## config.mk

```make
export PLATFORM = sky130hd
export DESIGN_NAME = length_prefixed_record_deframer
export DESIGN_NICKNAME = d
export VERILOG_FILES = /design/src/rtl/core/lprd_pkg.sv /design/src/rtl/core/length_prefixed_record_deframer.sv /design/src/rtl/core/lprd_front.sv /design/src/rtl/core/lprd_queue.sv /design/src/rtl/core/lprd_back.sv
export SDC_FILE = /design/constraint.sdc
export NUM_CORES = 1
export LEC_CHECK = 0
export BUFFER_PORTS_ARGS = -buffer_cell sky130_fd_sc_hd__buf_4
export CAP_MARGIN = 25
export CORE_MARGIN = 5
export CORE_UTILIZATION = 54
export DETAILED_ROUTE_END_ITERATION = 7
export GPL_ROUTABILITY_DRIVEN = 0
export HOLD_SLACK_MARGIN = 0.08
export PLACE_DENSITY = 0.72
export SLEW_MARGIN = 5
export SYNTH_ARGS = -nofsm -noshare
export SYNTH_HDL_FRONTEND = slang
export SYNTH_SLANG_ARGS = --single-unit
```

## constraint.sdc

```tcl
create_clock -name clk -period 4.9 [get_ports clk]
set_input_delay 0.98 -clock clk [delete_from_list [all_inputs] [get_ports clk]]
set_output_delay 0.98 -clock clk [all_outputs]
set_load 0.03 [all_outputs]
```

## src/rtl/core/lprd_pkg.sv

```systemverilog
package lprd_pkg;

	localparam int PREFACE_LEN = 10;
	localparam int PRE_POS_W   = (PREFACE_LEN > 2) ? $clog2(PREFACE_LEN) : 1;
	localparam int Q_DEPTH     = 4;
	localparam int Q_PTR_W     = $clog2(Q_DEPTH);
	localparam int Q_CNT_W     = $clog2(Q_DEPTH + 1);

	localparam logic [15:0] MAX_LEN_RST = 16'hffff;
	localparam logic [15:0] VERSION_RST = 16'h0000;

	localparam logic [7:0] MAGIC [8] = '{8'h47, 8'h41, 8'h53, 8'h4f, 8'h4c, 8'h49, 8'h4e, 8'h45};

	typedef enum logic {
		REG_MAX_LEN = 1'b0,
		REG_VERSION = 1'b1
	} reg_idx_t;

	typedef enum logic [1:0] {
		PH_PREFACE = 2'd0,
		PH_HEADER  = 2'd1,
		PH_PAYLOAD = 2'd2
	} phase_t;

	typedef enum logic [2:0] {
		K_CONSUMED = 3'd0,
		K_PAYLOAD  = 3'd1,
		K_EMPTY    = 3'd2,
		K_ERROR    = 3'd3,
		K_FINISH   = 3'd4
	} kind_t;

	typedef enum logic [2:0] {
		E_BAD_PREFACE   = 3'd0,
		E_OVERSIZED     = 3'd1,
		E_NOT_ACCEPTING = 3'd2,
		E_TRUNC_PREFACE = 3'd3,
		E_TRUNC_HEADER  = 3'd4,
		E_TRUNC_PAYLOAD = 3'd5
	} err_t;

	typedef struct packed {
		kind_t       kind;
		logic [7:0]  data;
		logic        last;
		logic [15:0] len;
		err_t        err;
		logic        stop;
	} item_t;

	function automatic logic [7:0] preface_expect(input logic [PRE_POS_W-1:0] pos,
		input logic [15:0] ver);
		logic [3:0] p4;
		p4 = 4'(pos);
		if (pos == PRE_POS_W'(PREFACE_LEN - 2))
			return ver[15:8];
		else if (pos == PRE_POS_W'(PREFACE_LEN - 1))
			return ver[7:0];
		else
			return MAGIC[p4[2:0]];
	endfunction

endpackage

```

## src/rtl/core/length_prefixed_record_deframer.sv

```systemverilog
// Length-prefixed record deframer.
// Input channel: one item per accepted push (push high, full low): a stream
// byte (req_type 0) or an end-of-stream request (req_type 1), with the
// downstream keep_going flag sampled when the byte closes a record.
// The stream opens with a fixed preface (magic bytes then a big-endian
// version), followed by records of a 2-byte big-endian length and payload.
// Result channel: exactly one result per item, oldest first, shown while
// empty is low and taken when pop is high. Payload bytes leave one per item.
// A result passes through the queue and then the output register before it
// is visible. Throughput: one item per cycle while full is low, set by the
// parser update in the front stage.
// A four-entry queue and the output register decouple the two sides; when
// the receiver stalls, results pile up and full rises once five are waiting.
// Reset clears the parser to the preface phase, empties the queue and sets
// the record length limit to 65535 and the expected version to 0. Write the
// registers only while the block is idle.
module length_prefixed_record_deframer import lprd_pkg::*; (
	input  logic        clk,
	input  logic        arst_n,
	input  logic        cfg_we,
	input  logic        cfg_idx,
	input  logic [15:0] cfg_wdata,
	input  logic        push,
	output logic        full,
	input  logic        req_type,
	input  logic [7:0]  data_byte,
	input  logic        keep_going,
	output logic        empty,
	input  logic        pop,
	output logic [2:0]  out_kind,
	output logic [7:0]  payload_byte,
	output logic        record_last,
	output logic [15:0] record_length,
	output logic [2:0]  error_code,
	output logic        stopped
);

	item_t res;
	item_t head;
	logic  take;
	logic  q_pop;
	logic  q_empty;

	assign take = push && !full;

	lprd_front u_front (
		.clk        (clk),
		.arst_n     (arst_n),
		.cfg_we     (cfg_we),
		.cfg_idx    (cfg_idx),
		.cfg_wdata  (cfg_wdata),
		.take       (take),
		.req_type   (req_type),
		.data_byte  (data_byte),
		.keep_going (keep_going),
		.res        (res)
	);

	lprd_queue u_queue (
		.clk       (clk),
		.arst_n    (arst_n),
		.push      (take),
		.push_item (res),
		.pop       (q_pop),
		.head      (head),
		.full      (full),
		.empty     (q_empty)
	);

	lprd_back u_back (
		.clk           (clk),
		.arst_n        (arst_n),
		.q_empty       (q_empty),
		.q_head        (head),
		.q_pop         (q_pop),
		.pop           (pop),
		.empty         (empty),
		.out_kind      (out_kind),
		.payload_byte  (payload_byte),
		.record_last   (record_last),
		.record_length (record_length),
		.error_code    (error_code),
		.stopped       (stopped)
	);

endmodule

```

## src/rtl/core/lprd_front.sv

```systemverilog
module lprd_front import lprd_pkg::*; (
	input  logic        clk,
	input  logic        arst_n,
	input  logic        cfg_we,
	input  logic        cfg_idx,
	input  logic [15:0] cfg_wdata,
	input  logic        take,
	input  logic        req_type,
	input  logic [7:0]  data_byte,
	input  logic        keep_going,
	output item_t       res
);

	logic [15:0]          max_len_q;
	logic [15:0]          version_q;
	phase_t               phase_q, phase_d;
	logic [PRE_POS_W-1:0] pos_q, pos_d;
	logic                 half_q, half_d;
	logic [7:0]           len_hi_q, len_hi_d;
	logic [15:0]          left_q, left_d;
	logic [15:0]          rec_len_q, rec_len_d;
	logic                 failed_q, failed_d;
	logic                 finished_q, finished_d;

	logic [15:0] hdr_len;
	logic [15:0] left_dec;
	logic        pre_ok;

	assign hdr_len  = {len_hi_q, data_byte};
	assign left_dec = left_q - 16'd1;
	assign pre_ok   = (data_byte == preface_expect(pos_q, version_q));

	always_ff @(posedge clk or negedge arst_n) begin
		if (!arst_n) begin
			max_len_q <= MAX_LEN_RST;
			version_q <= VERSION_RST;
		end else if (cfg_we) begin
			unique case (reg_idx_t'(cfg_idx))
				REG_MAX_LEN: max_len_q <= cfg_wdata;
				REG_VERSION: version_q <= cfg_wdata;
				default: ;
			endcase
		end
	end

	always_comb begin
		phase_d    = phase_q;
		pos_d      = pos_q;
		half_d     = half_q;
		len_hi_d   = len_hi_q;
		left_d     = left_q;
		rec_len_d  = rec_len_q;
		failed_d   = failed_q;
		finished_d = finished_q;
		if (req_type) begin
			if (!failed_q && !finished_q) begin
				unique case (phase_q)
					PH_PREFACE, PH_PAYLOAD: failed_d = 1'b1;
					default: begin
						if (half_q)
							failed_d = 1'b1;
						else
							finished_d = 1'b1;
					end
				endcase
			end
		end else if (failed_q || finished_q) begin
			failed_d = 1'b1;
		end else begin
			unique case (phase_q)
				PH_PREFACE: begin
					if (!pre_ok) begin
						failed_d = 1'b1;
					end else if (pos_q == PRE_POS_W'(PREFACE_LEN - 1)) begin
						pos_d   = '0;
						phase_d = PH_HEADER;
					end else begin
						pos_d = pos_q + PRE_POS_W'(1);
					end
				end
				PH_PAYLOAD: begin
					left_d = left_dec;
					if (left_dec == 16'd0) begin
						phase_d = PH_HEADER;
						if (!keep_going)
							failed_d = 1'b1;
					end
				end
				default: begin
					if (!half_q) begin
						len_hi_d = data_byte;
						half_d   = 1'b1;
					end else begin
						half_d = 1'b0;
						if (hdr_len > max_len_q) begin
							failed_d = 1'b1;
						end else if (hdr_len == 16'd0) begin
							if (!keep_going)
								failed_d = 1'b1;
						end else begin
							rec_len_d = hdr_len;
							left_d    = hdr_len;
							phase_d   = PH_PAYLOAD;
						end
					end
				end
			endcase
		end
	end

	always_comb begin
		res      = '0;
		res.kind = K_CONSUMED;
		res.err  = E_BAD_PREFACE;
		res.data = data_byte;
		if (req_type) begin
			if (failed_q) begin
				res.kind = K_ERROR;
				res.err  = E_NOT_ACCEPTING;
			end else if (finished_q) begin
				res.kind = K_FINISH;
			end else begin
				unique case (phase_q)
					PH_PREFACE: begin
						res.kind = K_ERROR;
						res.err  = E_TRUNC_PREFACE;
					end
					PH_PAYLOAD: begin
						res.kind = K_ERROR;
						res.err  = E_TRUNC_PAYLOAD;
					end
					default: begin
						if (half_q) begin
							res.kind = K_ERROR;
							res.err  = E_TRUNC_HEADER;
						end else begin
							res.kind = K_FINISH;
						end
					end
				endcase
			end
		end else if (failed_q || finished_q) begin
			res.kind = K_ERROR;
			res.err  = E_NOT_ACCEPTING;
		end else begin
			unique case (phase_q)
				PH_PREFACE: begin
					if (!pre_ok) begin
						res.kind = K_ERROR;
						res.err  = E_BAD_PREFACE;
					end
				end
				PH_PAYLOAD: begin
					res.kind = K_PAYLOAD;
					res.len  = rec_len_q;
					res.last = (left_dec == 16'd0);
					res.stop = (left_dec == 16'd0) && !keep_going;
				end
				default: begin
					if (half_q) begin
						if (hdr_len > max_len_q) begin
							res.kind = K_ERROR;
							res.err  = E_OVERSIZED;
							res.len  = hdr_len;
						end else if (hdr_len == 16'd0) begin
							res.kind = K_EMPTY;
							res.stop = !keep_going;
						end else begin
							res.len = hdr_len;
						end
					end
				end
			endcase
		end
	end

	always_ff @(posedge clk or negedge arst_n) begin
		if (!arst_n) begin
			phase_q    <= PH_PREFACE;
			pos_q      <= '0;
			half_q     <= 1'b0;
			len_hi_q   <= '0;
			left_q     <= '0;
			rec_len_q  <= '0;
			failed_q   <= 1'b0;
			finished_q <= 1'b0;
		end else if (take) begin
			phase_q    <= phase_d;
			pos_q      <= pos_d;
			half_q     <= half_d;
			len_hi_q   <= len_hi_d;
			left_q     <= left_d;
			rec_len_q  <= rec_len_d;
			failed_q   <= failed_d;
			finished_q <= finished_d;
		end
	end

	a_failed_sticky: assert property (@(posedge clk) disable iff (!arst_n)
		failed_q |=> failed_q) else $error("failed flag cleared");
	a_payload_left: assert property (@(posedge clk) disable iff (!arst_n)
		(phase_q == PH_PAYLOAD) |-> (left_q != 16'd0) && (left_q <= rec_len_q))
		else $error("payload count out of range");
	a_preface_half: assert property (@(posedge clk) disable iff (!arst_n)
		(phase_q != PH_HEADER) |-> !half_q) else $error("header half outside header");

endmodule

```

## src/rtl/core/lprd_queue.sv

```systemverilog
module lprd_queue import lprd_pkg::*; (
	input  logic  clk,
	input  logic  arst_n,
	input  logic  push,
	input  item_t push_item,
	input  logic  pop,
	output item_t head,
	output logic  full,
	output logic  empty
);

	item_t              mem [Q_DEPTH];
	logic [Q_PTR_W-1:0] wr_q, rd_q;
	logic [Q_CNT_W-1:0] cnt_q;

	assign full  = (cnt_q == Q_CNT_W'(Q_DEPTH));
	assign empty = (cnt_q == '0);
	assign head  = mem[rd_q];

	always_ff @(posedge clk) begin
		if (push)
			mem[wr_q] <= push_item;
	end

	always_ff @(posedge clk or negedge arst_n) begin
		if (!arst_n) begin
			wr_q  <= '0;
			rd_q  <= '0;
			cnt_q <= '0;
		end else begin
			if (push)
				wr_q <= wr_q + Q_PTR_W'(1);
			if (pop)
				rd_q <= rd_q + Q_PTR_W'(1);
			if (push && !pop)
				cnt_q <= cnt_q + Q_CNT_W'(1);
			else if (pop && !push)
				cnt_q <= cnt_q - Q_CNT_W'(1);
		end
	end

	a_no_overflow: assert property (@(posedge clk) disable iff (!arst_n)
		push |-> !full) else $error("queue overflow");
	a_no_underflow: assert property (@(posedge clk) disable iff (!arst_n)
		pop |-> !empty) else $error("queue underflow");
	a_count_grow: assert property (@(posedge clk) disable iff (!arst_n)
		(push && !pop) |=> (cnt_q == $past(cnt_q) + Q_CNT_W'(1)))
		else $error("queue count mismatch");

endmodule

```

## src/rtl/core/lprd_back.sv

```systemverilog
module lprd_back import lprd_pkg::*; (
	input  logic        clk,
	input  logic        arst_n,
	input  logic        q_empty,
	input  item_t       q_head,
	output logic        q_pop,
	input  logic        pop,
	output logic        empty,
	output logic [2:0]  out_kind,
	output logic [7:0]  payload_byte,
	output logic        record_last,
	output logic [15:0] record_length,
	output logic [2:0]  error_code,
	output logic        stopped
);

	logic  valid_q;
	item_t item_q;
	item_t shaped;

	assign q_pop = !q_empty && (!valid_q || pop);
	assign empty = !valid_q;

	always_comb begin
		shaped = q_head;
		if (q_head.kind != K_PAYLOAD) begin
			shaped.data = '0;
			shaped.last = 1'b0;
		end
		if (q_head.kind != K_ERROR)
			shaped.err = E_BAD_PREFACE;
	end

	always_ff @(posedge clk or negedge arst_n) begin
		if (!arst_n)
			valid_q <= 1'b0;
		else if (q_pop)
			valid_q <= 1'b1;
		else if (pop)
			valid_q <= 1'b0;
	end

	always_ff @(posedge clk) begin
		if (q_pop)
			item_q <= shaped;
	end

	assign out_kind      = item_q.kind;
	assign payload_byte  = item_q.data;
	assign record_last   = item_q.last;
	assign record_length = item_q.len;
	assign error_code    = item_q.err;
	assign stopped       = item_q.stop;

endmodule
```

Word-level counts from Yosys, hierarchy flattened
Memory sizes are Yosys's and may differ from the RTL's.
Cells that the tools add are included.

cells by class
  add/sub/neg operators = 6
  order comparisons = 2
  equality and inequality tests = 18
  muxes and demuxes = 66
  bitwise gates (word level) = 9
  reduce and logical (&&, ||, !) cells = 37

operators by type and width
  kind                                                    count
  2-to-1 mux 16 bit                                       5
  one-hot mux 16 bit (2 select lines)                     2
  2-to-1 mux 3 bit                                        15
  2-to-1 mux 17 bit                                       2
  zero test 16 bit                                        2
  2-to-1 mux 8 bit                                        4
  2-to-1 mux 1 bit                                        22
  AND reduction 7 bit                                     3
  2-to-1 mux 20 bit                                       1
  2-to-1 mux 2 bit                                        9
  greater-than comparator 16 bit                          1
  subtractor 16 x 1 -> 16 bit (second input constant)     1
  AND reduction 5 bit                                     3
  one-hot mux 3 bit (2 select lines)                      2
  AND reduction 9 bit                                     1
  equality test 4 bit (second input constant)             2
  equality test 8 bit                                     1
  zero test 1 bit                                         8
  inequality test 2 x 1 -> 1 bit (second input constant)  4
  inverter 1 bit                                          8
  logical AND 1 bit                                       6
  inequality test 3 x 2 -> 1 bit (second input constant)  2
  inequality test 3 bit (second input constant)           2
  nonzero test 2 bit                                      3
  24 further kinds                                        29

storage, ports and cells
  bits in registers = 121
  bits in writable memories = 128
  ROM bits = 64
  memories kept = 2

memory list
  name             words  width  rd ports  clocked after memory_dff  wr ports  RTL line          text
  u_queue.mem      4      32     1         0                         1         lprd_queue.sv:12  item_t mem [Q_DEPTH];
  (no name shown)  8      8      1         0                         0         lprd_pkg.sv:60    return MAGIC[p4[2:0]];

Depth between registers and ports, before layout
  word-level depth = 11
  mapped depth = 11
  gate-level depth less buffers = 9

By module
A second synthesis with hierarchy kept.

second synthesis, totals
  cells, all modules = 785
  area, all modules = 11255.8 µm²

modules (own cells, without submodules)
  module                           instances  cells each  area an instance (µm²)  sequential area each (µm²)
  lprd_front                       1          531         5077.4                  2047.0
  lprd_queue                       1          202         5059.9                  4018.9
  lprd_back                        1          51          1104.8                  985.9
  length_prefixed_record_deframer  1          1           13.8                    0.0

Least setup slack after synthesis
Ideal clock, no wire load.

  kind = input -> register
  start point = input pop
  end point = register u_queue.cnt_q[1]
  arrival time = 3.848 ns
  setup slack = 0.927 ns
  stages on the path = 7
  cells stage by stage = inv_1 a21oi_1 inv_1 ha_1 inv_1 fa_1 mux2_2

on the way
  cells in the longest elaborated chain, start to end = 5
  elaborated cells on any way between the ends = 7
  those cells by class = mux: 1; reduce/logical: 6

ends and longest elaborated chain
  item                                                           RTL line                               text
  from (decl)                                                    length_prefixed_record_deframer.sv:29  input logic pop,
  logical OR 1 bit (*)                                           lprd_back.sv:21                        assign q_pop = !q_empty && (!valid_q || pop);
  logical AND 1 bit (*)                                          lprd_back.sv:21
  net q_pop                                                      length_prefixed_record_deframer.sv:41  logic q_pop;
  zero test 1 bit                                                lprd_queue.sv:35                       if (push && !pop)
  logical AND 1 bit                                              lprd_queue.sv:35
  2-to-1 mux 3 bit / nonzero test 2 bit (equally long branches)  n/a
  to (signal assigned)                                           lprd_queue.sv:36                       cnt_q <= cnt_q + Q_CNT_W'(1);
  to (signal assigned)                                           lprd_queue.sv:38                       cnt_q <= cnt_q - Q_CNT_W'(1);
  to (decl)                                                      lprd_queue.sv:14                       logic [Q_CNT_W-1:0] cnt_q;

The timed path passes the listed nets; every way through them passes the cells marked *.
A chain may end at the register's enable or synchronous reset.

==> impl_metrics.py <==
metrics = {
    "status": {
        "status": "complete, no violations",
    },
    "worst_setup_path": {
        "crit_path_max_incr_delay_ns": 0.62,
        "crit_path_start": "u_front.pos_q[0]$_DFFE_PN0P_",
        "crit_type": "reg2reg",
        "crit_path_top_delay_cell": "ha_1",
        "r2r_start": "u_front.pos_q[0]$_DFFE_PN0P_",
        "endpoint": "u_queue.mem[0][29]$_DFFE_PP_",
        "r2r_cells": 9,
        "worstSetupStartpointType": "flip-flop",
        "regToRegEndpoint": "u_queue.mem[0][29]$_DFFE_PP_",
        "ff2ff_setup_slack_ns": 1.16,
        "required_ns": 5.08,
        "crit_family": "compound AO/OA/AOI/OAI gates",
        "end_kind": "flip-flop",
        "crit_buf_inv": 1,
        "crit_cells": 9,
        "worstPathArrival_ns": 3.93,
        "crit_fanout": 21,
        "path_cells": "inv_1, ha_1, nor3b_1, o32ai_1, xnor2_1, a2111oi_0, nand4_1, o21ai_0, a31oi_1",
    },
    "synthesis": {
        "synthesis.nets": 847,
        "synth.most_common_cell": "edfxtp_1",
        "yosysUniqueCellTypes": 67,
        "synth.avg_cell_area_sq_um": 14.1,
        "synthTopCellsByArea": "edfxtp_1 43%, dfrtp_1 17%, mux4_2 6.5%, dfstp_2 3.8%, ha_1 3.3%",
        "synthArstFlopShare_pct": 35.7,
        "ys_warn_count": 0,
        "syn_inst": 785,
        "netlist_area_sq_mm": 0.0111,
        "ys_seq_area_share_pct": 63.7,
        "synth_top_area_cell": "edfxtp_1",
        "synth_edf_count": 160,
        "synth_top_area_share_pct": 43.4,
        "ys_ff_latch": 249,
        "synth_ff_type": "edfxtp_1",
        "yosys-top-cells-count": "160 x edfxtp_1, 73 x dfrtp_1, 65 x nand2_1, 55 x o21ai_0, 35 x inv_1",
    },
    "timing": {
        "slew-limit-headroom_pct": 34.0,
        "fmaxAchievable_mhz": 267,
        "report.final.setup_viol": 0,
        "fin_skew_ns": 0.0102,
        "drv_slew": 0,
        "worst_pin_slew_ns": 0.989,
        "period_minus_slack_ns": 3.74,
        "worst_hold_slack_ns": 0.488,
        "fin_tns_setup_ns": 0,
        "rsz0062_at_grt": "false",
        "fin_crit_sh_pct": 76.4,
        "timing.final.ws_setup_ns": 1.16,
        "finalHoldViolCount": 0,
    },
    "routing": {
        "vias_per_cell": 6.12,
        "wl_mm": 23.4,
        "wire_per_inst_um": 20.5,
        "vias": 6984,
        "routed.top_layer": "met4",
        "drtPass1Iterations": 5,
        "drc": 0,
        "met3WireLength_mm": 1.44,
        "first_iter_violations": 506,
        "final_antenna_net_count": 0,
        "met1Wirelength_mm": 9.68,
        "wl_met2_mm": 11.8,
    },
    "layout": {
        "antenna-diode-count": 0,
        "finalInstanceArea_sq_mm": 0.0127,
        "nNetsFinal": 914,
        "fillers": 1484,
        "drive_above_1_share_pct": 24.4,
        "regArea_sq_mm": 0.00705,
        "post-route-util_pct": 62.9,
        "multi_input_area_sq_mm": 0.00374,
        "instances_no_fill": 1142,
        "syn2layout_area_growth_pct": 15.0,
    },
    "global_routing": {
        "grt_use_total_pct": 20.0,
        "grt_pass1_vias": 7083,
        "grt_antenna_before_repair": 0,
        "grt_overflow": 0,
        "grt_pass1_wl_mm": 38.1,
        "grt_max_degree": 59,
    },
    "floorplan": {
        "die_x_um": 153,
        "rows": 52,
        "die-area_sq_mm": 0.0235,
        "ioPinCount": 66,
        "start_util_pct": 54.7,
        "core_sq_mm": 0.0202,
        "die_h_um": 153,
    },
    "placed_design": {
        "dp_worst_setup_slack_ns": 0.909,
        "place_area_sq_mm": 0.0118,
        "dp.cells": 1093,
        "dpl.hpwl_mm": 15.5,
        "port_buffers": 65,
    },
    "power_and_ir_drop": {
        "power_leakage_nw": 4.89,
        "finalPower_mw": 6.12,
        "pwr_density_cell_mw_per_mm2": 481,
        "irDropWorstVdd_v": 0.000236,
    },
    "flow_run": {
        "maxCapViolCount": 0,
    },
    "clock_tree": {
        "cts_tree": "built",
        "clk_latency_ns": 0.51,
        "clock_sinks": 249,
        "htreeDepth": 1,
        "clock_path_buffers": 3,
        "cts_setup_buffers": 0,
        "root_buffer": "clkbuf_16",
        "cts.clk_slew.worst_paths_ns": 0.06,
        "cts_buffers": 26,
        "ctsResizeCount": 0,
        "hold_buffers": 0,
    },
    "worst_hold_path": {
        "min_path_type": "reg2reg",
    },
}
where the power goes:
part           switching, mW  total [mW]  internal (mW)
Clock                  0.786        1.95           1.16
Sequential             0.213        2.91           2.70
Combinational          0.694        1.26          0.569
layer usage:
layer  global-route usage [%]  up-vias
li1                         -     3122
met1                     27.0     3534
met2                     34.6      274
met3                     2.97       54
met4                     4.71        0
met5                        0        -
cell usage in the layout (no fill, tap or decap), types with 4 or more instances in the layout:
cell / n
dfrtp_1: 71
dfstp_2: 16
clkbuf_16: 28
ha_1: 29
inv_1: 35
and4_1: 5
nor3_1: 13
buf_4: 77
or4_1: 6
nor2_1: 18
a21oi_1: 27
mux4_2: 32
a31oi_1: 5
mux2_2: 26
o22ai_1: 6
a22o_1: 21
nor3b_1: 5
nor4_1: 8
a21o_1: 4
mux2i_1: 5
nor2b_1: 18
nand2_1: 65
o211ai_1: 5
xnor2_1: 6
and2_1: 6
edfxtp_1: 160
nand2b_1: 8
o21ai_0: 55
and3_1: 7
nand3_1: 10
mux2_4: 9
a211o_1: 4
cell type report:
cell class                      count  share of cell area, %
Multi-Input combinational cell    462                   29.4
Tap cell                          270                   2.65
Inverter                           35                   1.03
Sequential cell                   249                   55.4
Clock inverter                     16                   1.15
Clock buffer                       32                   5.70
Timing Repair Buffer               78                   4.66
cell families after synthesis:
kind of cell	after synthesis	synth area share, %
xor gates and xnor gates	9	0.712
adders and majority gates	30	3.46
muxes	72	10.8
DFF	249	63.7
AOI/OAI and AO/OA	161	9.53
buffers and inverters	74	2.66
and+or+nand+nor	190	9.11
registers in the layout, indices dropped and copies added (netlist names), 4 cells and up:
name,count
u_back.payload_byte,8
u_front.len_hi_q,8
u_queue.mem,128
u_front.left_q,16
u_front.rec_len_q,16
u_front.max_len_q,16
u_front.version_q,16
u_front.pos_q,4
u_back.record_length,16
worst min path at each step:
stage                                       from                                end  slack (ns)  depth (start not counted)
2_1_floorplan   u_front.rec_len_q[0]$_DFFE_PN0P_   u_front.rec_len_q[0]$_DFFE_PN0P_        0.45                          2
3_3_place_gp    u_front.rec_len_q[7]$_DFFE_PN0P_   u_front.rec_len_q[7]$_DFFE_PN0P_        0.46                          2
3_5_place_dp        u_queue.cnt_q[2]$_DFFE_PN0P_       u_queue.cnt_q[2]$_DFFE_PN0P_        0.48                          1
4_1_cts             u_queue.cnt_q[2]$_DFFE_PN0P_       u_queue.cnt_q[2]$_DFFE_PN0P_        0.49                          1
5_1_grt        u_front.rec_len_q[15]$_DFFE_PN0P_  u_front.rec_len_q[15]$_DFFE_PN0P_        0.53                          1
6_report            u_queue.cnt_q[2]$_DFFE_PN0P_       u_queue.cnt_q[2]$_DFFE_PN0P_        0.49                          1
Power figures use the tool's default switching activity.
